===== src/rtl/core/lmtw_pkg.sv =====
// Shared constants and the result record of the two-wire LED driver controller.
package lmtw_pkg;

  // Buffer depth and waveform timing, in ticks.
  localparam logic [2:0] NUM_GRIDS      = 3'd6;
  localparam logic [2:0] HALF_BIT_TICKS = 3'd3;
  localparam logic [2:0] EDGE_TICKS     = 3'd2;

  // Command codes on the operation field.
  localparam logic [2:0] OP_IDLE    = 3'd0;
  localparam logic [2:0] OP_SET     = 3'd1;
  localparam logic [2:0] OP_CLEAR   = 3'd2;
  localparam logic [2:0] OP_ALL_ON  = 3'd3;
  localparam logic [2:0] OP_ALL_OFF = 3'd4;
  localparam logic [2:0] OP_KEYS    = 3'd5;

  // Command bytes sent to the driver chip.
  localparam logic [7:0] CMD_MODE = 8'h40;
  localparam logic [7:0] CMD_ADDR = 8'hC0;
  localparam logic [7:0] CMD_CTRL = 8'h88;
  localparam logic [7:0] CMD_KEYS = 8'h42;

  typedef struct packed {
    logic       clk_out;
    logic       dio_oe;
    logic       dio_out;
    logic       busy_res;
    logic [7:0] keys;
    logic       keys_valid;
    logic       ack_missing;
  } res_t;

endpackage


===== src/rtl/core/led_matrix_two_wire_controller_top.sv =====
// Tick-level controller that drives the clock and data pins of a two-wire LED driver.
//
// Usage: every input transfer is one tick of the pin waveform and carries a command
// (operation, grid, segment) plus the sampled data pin level dio_in. Every input
// transfer yields exactly one result transfer with the pin levels for that tick,
// the busy flag, the key byte with its valid flag and the acknowledge status.
// Commands that arrive while a sequence runs are dropped; idle ticks hold the pins.
// Each result is registered. Throughput is one tick per cycle while in_stall is low,
// set by the single register stage that holds the controller state.
// A two-entry output buffer (result register plus skid register) decouples the
// channels: in_stall rises only when both entries are full, so one more tick is
// taken while a result waits on a stalled receiver.
// The brightness register is written through cfg_valid/cfg_ready/cfg_data and is
// read when the display control byte is loaded; cfg_ready is always high.
// Synchronous reset clears the segment buffer, sets brightness to 7, sets the pin state
// to clock low with the data pin driven low, and empties the output buffer.
module led_matrix_two_wire_controller_top (
  input  logic       clk,
  input  logic       rst,
  input  logic       cfg_valid,
  output logic       cfg_ready,
  input  logic [2:0] cfg_data,
  input  logic       in_valid,
  output logic       in_stall,
  input  logic [2:0] operation,
  input  logic [2:0] grid,
  input  logic [2:0] segment,
  input  logic       dio_in,
  output logic       out_valid,
  input  logic       out_stall,
  output logic       clk_out,
  output logic       dio_oe,
  output logic       dio_out,
  output logic       busy_res,
  output logic [7:0] keys,
  output logic       keys_valid,
  output logic       ack_missing
);

  localparam logic [3:0] PH_IDLE = 4'd0;
  localparam logic [3:0] PH_S1   = 4'd1;
  localparam logic [3:0] PH_S2   = 4'd2;
  localparam logic [3:0] PH_WLO  = 4'd3;
  localparam logic [3:0] PH_WHI  = 4'd4;
  localparam logic [3:0] PH_ALO  = 4'd5;
  localparam logic [3:0] PH_AHI  = 4'd6;
  localparam logic [3:0] PH_KLO  = 4'd7;
  localparam logic [3:0] PH_KHI  = 4'd8;
  localparam logic [3:0] PH_P1   = 4'd9;
  localparam logic [3:0] PH_P2   = 4'd10;
  localparam logic [3:0] PH_P3   = 4'd11;

  localparam logic [1:0] TX_MODE = 2'd0;
  localparam logic [1:0] TX_DATA = 2'd1;
  localparam logic [1:0] TX_CTRL = 2'd2;
  localparam logic [1:0] TX_KEYS = 2'd3;

  // Pin level vector: clock in bit 2, output enable in bit 1, data in bit 0.
  localparam logic [2:0] PINS_RESET = 3'b010;

  logic [7:0] seg_buf [lmtw_pkg::NUM_GRIDS];
  logic [2:0] brightness;
  logic [3:0] step;
  logic [1:0] trans;
  logic [3:0] bit_cnt;
  logic [2:0] byte_cnt;
  logic [1:0] timer;
  logic [7:0] shift;
  logic [7:0] key_shift;
  logic [2:0] pins;
  logic       ack_fail;

  logic [3:0] step_next;
  logic [1:0] trans_next;
  logic [3:0] bit_cnt_next;
  logic [2:0] byte_cnt_next;
  logic [1:0] timer_next;
  logic [7:0] shift_next;
  logic [7:0] key_shift_next;
  logic [2:0] pins_next;
  logic       ack_fail_next;

  logic [3:0] ph;
  logic       start_disp;
  logic       start_keys;
  logic       busy_c;
  logic       valid_c;
  logic       accept;
  logic       take;
  lmtw_pkg::res_t res;
  lmtw_pkg::res_t out_data;
  lmtw_pkg::res_t skid_data;
  logic       skid_valid;

  function automatic logic [2:0] phase_len(input logic [3:0] p);
    case (p)
      PH_S1, PH_P1, PH_P2: phase_len = lmtw_pkg::EDGE_TICKS;
      PH_S2, PH_P3:        phase_len = 3'd1;
      default:             phase_len = lmtw_pkg::HALF_BIT_TICKS;
    endcase
  endfunction

  function automatic logic [2:0] phase_pins(input logic [3:0] p, input logic d,
                                            input logic [2:0] hold);
    case (p)
      PH_S1:          phase_pins = 3'b111;
      PH_S2:          phase_pins = 3'b110;
      PH_WLO:         phase_pins = {2'b01, d};
      PH_WHI:         phase_pins = {2'b11, d};
      PH_ALO, PH_KLO: phase_pins = 3'b000;
      PH_AHI, PH_KHI: phase_pins = 3'b100;
      PH_P1:          phase_pins = 3'b010;
      PH_P2:          phase_pins = 3'b110;
      PH_P3:          phase_pins = 3'b111;
      default:        phase_pins = hold;
    endcase
  endfunction

  assign cfg_ready = 1'b1;
  assign in_stall  = skid_valid;
  assign accept    = in_valid && !in_stall;
  assign take      = out_valid && !out_stall;

  assign start_disp = (step == PH_IDLE) &&
    (((operation == lmtw_pkg::OP_SET || operation == lmtw_pkg::OP_CLEAR) &&
      grid < lmtw_pkg::NUM_GRIDS) ||
     operation == lmtw_pkg::OP_ALL_ON || operation == lmtw_pkg::OP_ALL_OFF);
  assign start_keys = (step == PH_IDLE) && (operation == lmtw_pkg::OP_KEYS);

  always_comb begin
    step_next      = step;
    trans_next     = trans;
    bit_cnt_next   = bit_cnt;
    byte_cnt_next  = byte_cnt;
    timer_next     = timer;
    shift_next     = shift;
    key_shift_next = key_shift;
    pins_next      = pins;
    ack_fail_next  = ack_fail;
    busy_c         = 1'b0;
    valid_c        = 1'b0;

    // A new command starts its sequence on the same tick.
    if (start_disp || start_keys) begin
      trans_next    = start_keys ? TX_KEYS : TX_MODE;
      shift_next    = start_keys ? lmtw_pkg::CMD_KEYS : lmtw_pkg::CMD_MODE;
      byte_cnt_next = 3'd0;
      bit_cnt_next  = 4'd0;
      timer_next    = 2'd0;
      step_next     = PH_S1;
    end

    ph = step_next;
    if (ph != PH_IDLE) begin
      busy_c    = 1'b1;
      pins_next = phase_pins(ph, shift_next[0], pins);
      if (({1'b0, timer_next} + 3'd1) >= phase_len(ph)) begin
        timer_next = 2'd0;
        case (ph)
          PH_S1: step_next = PH_S2;
          PH_S2: step_next = PH_WLO;
          PH_WLO: step_next = PH_WHI;
          PH_WHI: begin
            shift_next   = {1'b0, shift_next[7:1]};
            bit_cnt_next = bit_cnt_next + 4'd1;
            step_next    = (bit_cnt_next >= 4'd8) ? PH_ALO : PH_WLO;
          end
          PH_ALO: step_next = PH_AHI;
          PH_AHI: begin
            ack_fail_next = dio_in;
            if (trans_next == TX_KEYS) begin
              bit_cnt_next   = 4'd0;
              key_shift_next = 8'h00;
              step_next      = PH_KLO;
            end else if (trans_next == TX_DATA && byte_cnt_next < lmtw_pkg::NUM_GRIDS) begin
              shift_next    = seg_buf[byte_cnt_next];
              byte_cnt_next = byte_cnt_next + 3'd1;
              bit_cnt_next  = 4'd0;
              step_next     = PH_WLO;
            end else begin
              step_next = PH_P1;
            end
          end
          PH_KLO: begin
            key_shift_next = {dio_in, key_shift_next[7:1]};
            bit_cnt_next   = bit_cnt_next + 4'd1;
            step_next      = PH_KHI;
          end
          PH_KHI: step_next = (bit_cnt_next >= 4'd8) ? PH_P1 : PH_KLO;
          PH_P1: step_next = PH_P2;
          PH_P2: step_next = PH_P3;
          PH_P3: begin
            // The mode transaction chains into the data one, and that into control.
            if (trans_next == TX_MODE) begin
              trans_next    = TX_DATA;
              shift_next    = lmtw_pkg::CMD_ADDR;
              byte_cnt_next = 3'd0;
              bit_cnt_next  = 4'd0;
              step_next     = PH_S1;
            end else if (trans_next == TX_DATA) begin
              trans_next    = TX_CTRL;
              shift_next    = lmtw_pkg::CMD_CTRL | {5'd0, brightness};
              byte_cnt_next = 3'd0;
              bit_cnt_next  = 4'd0;
              step_next     = PH_S1;
            end else begin
              valid_c   = (trans_next == TX_KEYS);
              step_next = PH_IDLE;
            end
          end
          default: step_next = PH_IDLE;
        endcase
      end else begin
        timer_next = timer_next + 2'd1;
      end
    end

    res.clk_out     = pins_next[2];
    res.dio_oe      = pins_next[1];
    res.dio_out     = pins_next[0];
    res.busy_res    = busy_c;
    res.keys        = valid_c ? key_shift_next : 8'h00;
    res.keys_valid  = valid_c;
    res.ack_missing = ack_fail_next;
  end

  always_ff @(posedge clk) begin
    if (rst) begin
      brightness <= 3'd7;
    end else if (cfg_valid && cfg_ready) begin
      brightness <= cfg_data;
    end
  end

  always_ff @(posedge clk) begin
    if (rst) begin
      for (int i = 0; i < lmtw_pkg::NUM_GRIDS; i++) begin
        seg_buf[i] <= 8'h00;
      end
      step      <= PH_IDLE;
      trans     <= TX_MODE;
      bit_cnt   <= 4'd0;
      byte_cnt  <= 3'd0;
      timer     <= 2'd0;
      shift     <= 8'h00;
      key_shift <= 8'h00;
      pins      <= PINS_RESET;
      ack_fail  <= 1'b0;
    end else if (accept) begin
      if (start_disp) begin
        if (operation == lmtw_pkg::OP_SET || operation == lmtw_pkg::OP_CLEAR) begin
          seg_buf[grid][segment] <= (operation == lmtw_pkg::OP_SET);
        end else begin
          for (int i = 0; i < lmtw_pkg::NUM_GRIDS; i++) begin
            seg_buf[i] <= (operation == lmtw_pkg::OP_ALL_ON) ? 8'hFF : 8'h00;
          end
        end
      end
      step      <= step_next;
      trans     <= trans_next;
      bit_cnt   <= bit_cnt_next;
      byte_cnt  <= byte_cnt_next;
      timer     <= timer_next;
      shift     <= shift_next;
      key_shift <= key_shift_next;
      pins      <= pins_next;
      ack_fail  <= ack_fail_next;
    end
  end

  // Result register with a skid entry behind it.
  always_ff @(posedge clk) begin
    if (rst) begin
      out_valid  <= 1'b0;
      skid_valid <= 1'b0;
    end else if (accept) begin
      if (!out_valid || take) begin
        out_data  <= res;
        out_valid <= 1'b1;
      end else begin
        skid_data  <= res;
        skid_valid <= 1'b1;
      end
    end else if (take) begin
      if (skid_valid) begin
        out_data   <= skid_data;
        skid_valid <= 1'b0;
      end else begin
        out_valid <= 1'b0;
      end
    end
  end

  assign clk_out     = out_data.clk_out;
  assign dio_oe      = out_data.dio_oe;
  assign dio_out     = out_data.dio_out;
  assign busy_res    = out_data.busy_res;
  assign keys        = out_data.keys;
  assign keys_valid  = out_data.keys_valid;
  assign ack_missing = out_data.ack_missing;

  a_skid_behind_out: assert property (@(posedge clk) disable iff (rst)
    skid_valid |-> out_valid)
    else $error("skid entry holds a result while the result register is empty");

  a_keys_in_sequence: assert property (@(posedge clk) disable iff (rst)
    (out_valid && keys_valid) |-> busy_res)
    else $error("key byte delivered outside a running sequence");

  a_keys_zero: assert property (@(posedge clk) disable iff (rst)
    (out_valid && !keys_valid) |-> (keys == 8'h00))
    else $error("key byte nonzero without keys_valid");

  a_idle_timer: assert property (@(posedge clk) disable iff (rst)
    (step == PH_IDLE) |-> (timer == 2'd0))
    else $error("phase timer running while no sequence is active");

endmodule


===== config.mk =====
export PLATFORM = sky130hd
export DESIGN_NAME = led_matrix_two_wire_controller_top
export DESIGN_NICKNAME = d
export VERILOG_FILES = /design/src/rtl/core/lmtw_pkg.sv /design/src/rtl/core/led_matrix_two_wire_controller_top.sv
export SDC_FILE = /design/constraint.sdc
export NUM_CORES = 1
export LEC_CHECK = 0
export BUFFER_PORTS_ARGS = -buffer_cell sky130_fd_sc_hd__buf_2
export CAP_MARGIN = 20
export CELL_PAD_IN_SITES_DETAIL_PLACEMENT = 1
export CELL_PAD_IN_SITES_GLOBAL_PLACEMENT = 2
export CORE_ASPECT_RATIO = 1.4
export CORE_UTILIZATION = 39
export CTS_CLUSTER_SIZE = 40
export DETAILED_ROUTE_END_ITERATION = 12
export PLACE_DENSITY_LB_ADDON = 0.2
export SYNTH_ARGS = -nofsm -noshare
export SYNTH_HDL_FRONTEND = slang
export SYNTH_SLANG_ARGS = --single-unit

===== constraint.sdc =====
create_clock -name clk -period 4.41 [get_ports clk]
set_clock_uncertainty 0.2 [all_clocks]
set_input_delay 0.2205 -clock clk [delete_from_list [all_inputs] [get_ports clk]]
set_output_delay 0.2205 -clock clk [all_outputs]
set_load 0.01 [all_outputs]

After elaboration in Yosys (flattened, before gate mapping) --
Memory sizes are Yosys's and may differ from the RTL's. Cells that the tools add are included.
Word-level totals: register bits after elaboration 68, bits in writable memories 48, bits of input ports 18, output and inout bits 17, memories 1
Memories:
- seg_buf | depth 6, bits a word 8, read ports 1, clocked after Yosys merged registers in 0, write ports 6, line led_matrix_two_wire_controller_top.sv:61 | logic [7:0] seg_buf [lmtw_pkg::NUM_GRIDS];
Cells by class: add/subtract/negate cells 4, $lt $le $gt $ge 7, equal/unequal tests 21, muxes and demuxes 98, bitwise gates (word level) 8, reduce and logical (&&, ||, !) cells 32
Operators with widths (count):
- 8-bit 2-to-1 mux | 21
- 14-bit 2-to-1 mux | 4
- 4-bit 2-to-1 mux | 13
- 4-bit one-hot mux with 11 select lines | 1
- 3-bit 2-to-1 mux | 11
- 1-bit 2-to-1 mux | 30
- 8-bit one-hot mux with 3 select lines | 1
- 2-bit 2-to-1 mux | 11
- 3-bit one-hot mux with 7 select lines | 1
- 4-bit by 3-bit equality test with 1-bit output (second input constant) | 4
- 4-bit equality test (second input constant) | 4
- 8-bit one-hot mux with 2 select lines | 1
- 4-bit one-hot mux with 3 select lines | 1
- 2-bit OR reduction | 6
- 4-bit by 2-bit equality test with 1-bit output (second input constant) | 2
- 4-bit greater-or-equal comparator (second input constant) | 2
- 8-bit OR reduction | 1
- 1-bit logical AND | 7
- 3-bit by 2-bit equality test with 1-bit output (second input constant) | 2
- 3-bit equality test (second input constant) | 2
- 3-bit < comparator (second input constant) | 2
- 1-bit bitwise OR | 6
- 3-bit one-hot mux with 2 select lines | 1
- 3-bit AND reduction | 2
- 25 further kinds | 34

Logic depth before layout (Yosys ltp) --
word-level depth 18, mapped depth 16, mapped depth without buffers 12

Least setup slack after synthesis --
Ideal clock, no wire load.
path type input port to flip-flop, start input grid[2], end register out_data, in the netlist keys[6] (data pin), library setup time 0.260 ns, arrival 3.349 ns, path slack 0.601 ns, stages 14, path buffers 4, cell sequence clkbuf_1 -> and3b_1 -> o21a_1 -> buf_2 -> nor3_2 -> clkbuf_1 -> nor2b_1 -> fa_1 -> a31oi_1 -> or4_1 -> clkbuf_1 -> a22oi_1 -> nor2_1 -> mux2_2
RTL lines:
- from (decl) | line led_matrix_two_wire_controller_top.sv:26 | input logic [2:0] grid,
- to (signal assigned) | line led_matrix_two_wire_controller_top.sv:278 | out_data <= res;
- to (signal assigned) | line led_matrix_two_wire_controller_top.sv:286 | out_data <= skid_data;
- to (decl) | line led_matrix_two_wire_controller_top.sv:91 | lmtw_pkg::res_t out_data;

Worst setup path in the final report --
start register step[1], end register bit_cnt[1]
On the way: word-level cells in the longest chain between the ends 11
Ends and longest elaborated chain:
- from (decl) | line led_matrix_two_wire_controller_top.sv:63 | logic [3:0] step;
- from (signal assigned) | line led_matrix_two_wire_controller_top.sv:259 | step <= step_next;
- 4-bit logical NOT | line led_matrix_two_wire_controller_top.sv:124, led_matrix_two_wire_controller_top.sv:128
- 1-bit logical AND, on equally long branches | line led_matrix_two_wire_controller_top.sv:124, led_matrix_two_wire_controller_top.sv:128
- 1-bit logical OR or 2-bit 2-to-1 mux (tied branches) | line led_matrix_two_wire_controller_top.sv:144, led_matrix_two_wire_controller_top.sv:145
- 4-bit 2-to-1 mux, or another cell as far along | line led_matrix_two_wire_controller_top.sv:144 | if (start_disp || start_keys) begin
- 4-bit equality test, or another cell as far along | line led_matrix_two_wire_controller_top.sv:96 | case (p)
- 3-bit OR reduction, or another cell as far along | line led_matrix_two_wire_controller_top.sv:96
- 2-bit one-hot mux with 2 select lines or 4-bit 2-to-1 mux (tied branches) | line led_matrix_two_wire_controller_top.sv:96, led_matrix_two_wire_controller_top.sv:175
- 3-bit 2-to-1 mux or 4-bit 2-to-1 mux (tied branches) | line led_matrix_two_wire_controller_top.sv:154, led_matrix_two_wire_controller_top.sv:171
- 3-bit greater-or-equal comparator or 4-bit one-hot mux with 3 select lines (tied branches) | line led_matrix_two_wire_controller_top.sv:157, led_matrix_two_wire_controller_top.sv:159
- 4-bit 2-to-1 mux | line led_matrix_two_wire_controller_top.sv:157 | if (({1'b0, timer_next} + 3'd1) >= phase_len(ph)) begin
- 4-bit 2-to-1 mux * | line led_matrix_two_wire_controller_top.sv:154 | if (ph != PH_IDLE) begin
- to (signal assigned) | line led_matrix_two_wire_controller_top.sv:261 | bit_cnt <= bit_cnt_next;
- to (decl) | line led_matrix_two_wire_controller_top.sv:65 | logic [3:0] bit_cnt;
Mark *: on every way between the ends. The rest lies on a longest branch, timed or not. The select of a mux whose other input is x is not followed. A chain may end at the register's enable or synchronous reset.

==> run metrics <==
layout cells sized above 1=16.34%; worst flop-to-flop path startpoint=step[1]; most common cell after layout, fill and taps aside=o21ai_0; most frequent cells in the layout=132 x o21ai_0, 82 x edfxtp_1, 61 x nand2_1; Worst EP required=4.51 ns; residual DRC count=0; Highest Clock Rate=268.5 MHz; post-synthesis mux area share=5.412%; core area=0.01726 mm2; Post-DP HPWL=15730 um; Area Growth Syn to Fin=17.40%; adder-cell share of the synthesized area=1.931%; IO Port Bufs=33; Final Critical Period=3.724 ns; Skew-Pair Late Insertion Delay=0.42 ns; critical path launch point type=flop; Post-Synth Simple-Gate Area=15.89%; flops & latches, synth=122; Row Count=57; Diodes inserted=0; die extent in x=114.1 um; H-tree level count=4; Slew headroom=26.98%; Clock transition at path regs=0.06 ns; Fillers=1974; DR vias/cell=5.846; die area=0.01815 mm2; Worst VDD drop=0.0002839 V; Logic pwr share=14.0%; PD cells=402.0 mW/mm2; global-route wire length before repair=34670 um; Sw Ratio=27.77%; RePlAce Congestion=0.8796; synth warn=0; Initial Util=39.79%; initial DRC count=391; total gr overflow=0; WS Path Type=flop to flop; FFs w/ async S/R, synth=0%; Vias=5922; post-synthesis instance area=0.006867 mm2; number of synthesized flops with an enable pin=82; Final nets=792; P_leak=2.863 nW; design area=0.008061 mm2; outcome=complete, no violations; initial antenna violation count=0; worst setup path startpoint=step[1]; final period utilization=84.44%; largest net degree at the start of global routing=49; Avg Cell Area, Syn=9.497 um2; Max Slew Vio Count=0; height of the die=159 um; Flop pwr share=40.6%; Mapped Cells=723; P_int=2.340 mW; RSZ-0062 raised after global routing=no; hold_sp=segment[1]; total negative slack=0 ns; Hold WC Path Type=input pin to flop; CTS root buf=clkbuf_16; FF-to-FF End=bit_cnt[1]; synth unique cells=77; CP Data Arrival Time=3.83 ns; Synth Area in XOR/XNOR=0.2551%; largest family of logic cells by synthesized area=compound AO/OA/AOI/OAI gates; placed cells=971; pre-CTS WS=0.5469 ns; NetSw=0.9000 mW; maximum root-to-sink buffer count=2; Finish-stage setup viols=0; Synth Area in Compound Gates=24.53%; flop-to-flop setup slack=0.69 ns; cts bufs inserted=17; Clock Sink Count=122; PnR worst setup slack=0.6861 ns; actual slew at the worst max-slew pin=1.093 ns; CP endpoint=bit_cnt[1]; post-route ant nets=0; # IOs=35; final hold violations=0; Post-Layout Cell Count=1013; Clock power frac=45.3%; DRT Pass-1 Iters=5; Max-cap violations=0; GRT Total Usage=25.26%; routed length per instance=21.55 um; vias in the first global route=6178; Placed Area=0.007348 mm2; CTS tree=built; CP max FO=21; R2R depth=11; Setup crit end kind=flop; final wirelength=21830 um; ys flop type=edfxtp_1; sequential share of the synthesized area=47.52%
layout make-up:
cell class                 instances  area [um2]  share of cell area, %
clock buffer                      17       425.4                  5.277
clock inverter                    15       187.7                  2.328
inverter                          19       71.32                 0.8847
multi-input combinational        533        3341                  41.44
sequential                       122        3263                  40.48
tap                              236       295.3                  3.663
timing repair buffer              71       478.0                  5.929
layer usage:
layer  GRT usage [%]  vias up  routed length, um
li1                -     2808                  -
met1           27.85     3022               8645
met2           47.66       64              12380
met3           3.959       28                356
met4           9.445        0                453
met5               0        -                  0
per-stage QoR:
| stage | utilization, % | hold slack [ns] | power (mW) |
|---|---|---|---|
| after floorplan | - | 0.1485 | 1.617 |
| after global placement | 42.52 | 0.2407 | 1.770 |
| after detailed placement | 42.58 | 0.2482 | 1.784 |
| after CTS | 46.71 | 0.07164 | 3.252 |
| after global routing | 46.71 | 0.1061 | 3.350 |
| final | 46.71 | 0.08206 | 3.240 |
sequential cells by signal, summed over array words and instances (netlist names), 4 cells and up:
name / cells
seg_buf: 54
keys: 8
bit_cnt: 4
shift: 8
step: 4
key_shift: 8
skid_data: 14
power groups by stage:
| stage | clock network (mW) | logic [mW] | registers, mW |
|---|---|---|---|
| floorplan | 0 | 0.286 | 1.33 |
| global placement | 0 | 0.431 | 1.34 |
| detailed placement | 0 | 0.443 | 1.34 |
| CTS | 1.48 | 0.454 | 1.32 |
| global route | 1.53 | 0.501 | 1.32 |
| finish | 1.47 | 0.455 | 1.32 |
critical path, stage by stage, from the launching register on:
cell and delay, ns:
dfxtp_1 0.31, buf_4 0.21, nor4_4 0.27, nand3b_1 0.26
a21oi_1 0.43, ha_1 0.25, buf_4 0.16, inv_1 0.08
o41ai_1 0.76, o221ai_1 0.35, a22oi_1 0.27, nor2_1 0.05
what timing repair did:
| item | 4_1_cts | 5_1_grt |
|---|---|---|
| endpoints found under the setup margin | 0 | 0 |
| endpoints found under the hold margin | 8 | 0 |
| buffers inserted | 0 | 0 |
| hold buffers | 10 | 0 |
| gates resized for setup | 0 | 0 |
cells by family after synthesis:
kind of cell	Yosys count
AND/OR/NAND/NOR	210
other	2
flip-flops	122
AO/OA/AOI/OAI	269
buffers and inverters	73
adder cells (fa/ha/maj)	10
XOR/XNOR	2
multiplexers	35
synthesized netlist by cell type, drive strengths merged (3+ instances only):
cell,n,share of area [%]
or3,3,0.27
nand2b,8,0.73
inv,19,1.0
a21oi,30,2.2
a211oi,5,0.55
nand2,61,3.3
a221oi,5,0.73
mux2,17,2.8
nor2b,16,1.5
o211ai,5,0.55
a21o,3,0.33
nand3b,9,0.98
a32oi,3,0.38
a22oi,22,2.4
a32o,3,0.44
buf,19,1.4
nor3,14,1.1
nor4,6,0.77
and2,4,0.36
o22ai,6,0.55
dfxtp,40,12
o21a,4,0.55
mux2i,18,2.6
o22a,3,0.38
nor2,49,2.7
a31oi,9,0.91
edfxtp,82,36
ha,9,1.6
o221ai,3,0.38
o311a,3,0.44
clkbuf,35,1.9
nand4,5,0.46
nor3b,3,0.33
nand3,17,1.2
o21ai,133,9.7
o31ai,8,0.87
worst min-delay path by stage:
| stage | endpoint | cells past startpoint |
|---|---|---|
| floorplan | brightness[1] | 2 |
| global placement | brightness[1] | 3 |
| detailed placement | brightness[0] | 3 |
| CTS | seg_buf[1][7] | 3 |
| global route | seg_buf[1][6] | 3 |
| finish | seg_buf[1][6] | 3 |
No activity file was read; power rests on OpenSTA's default activity.
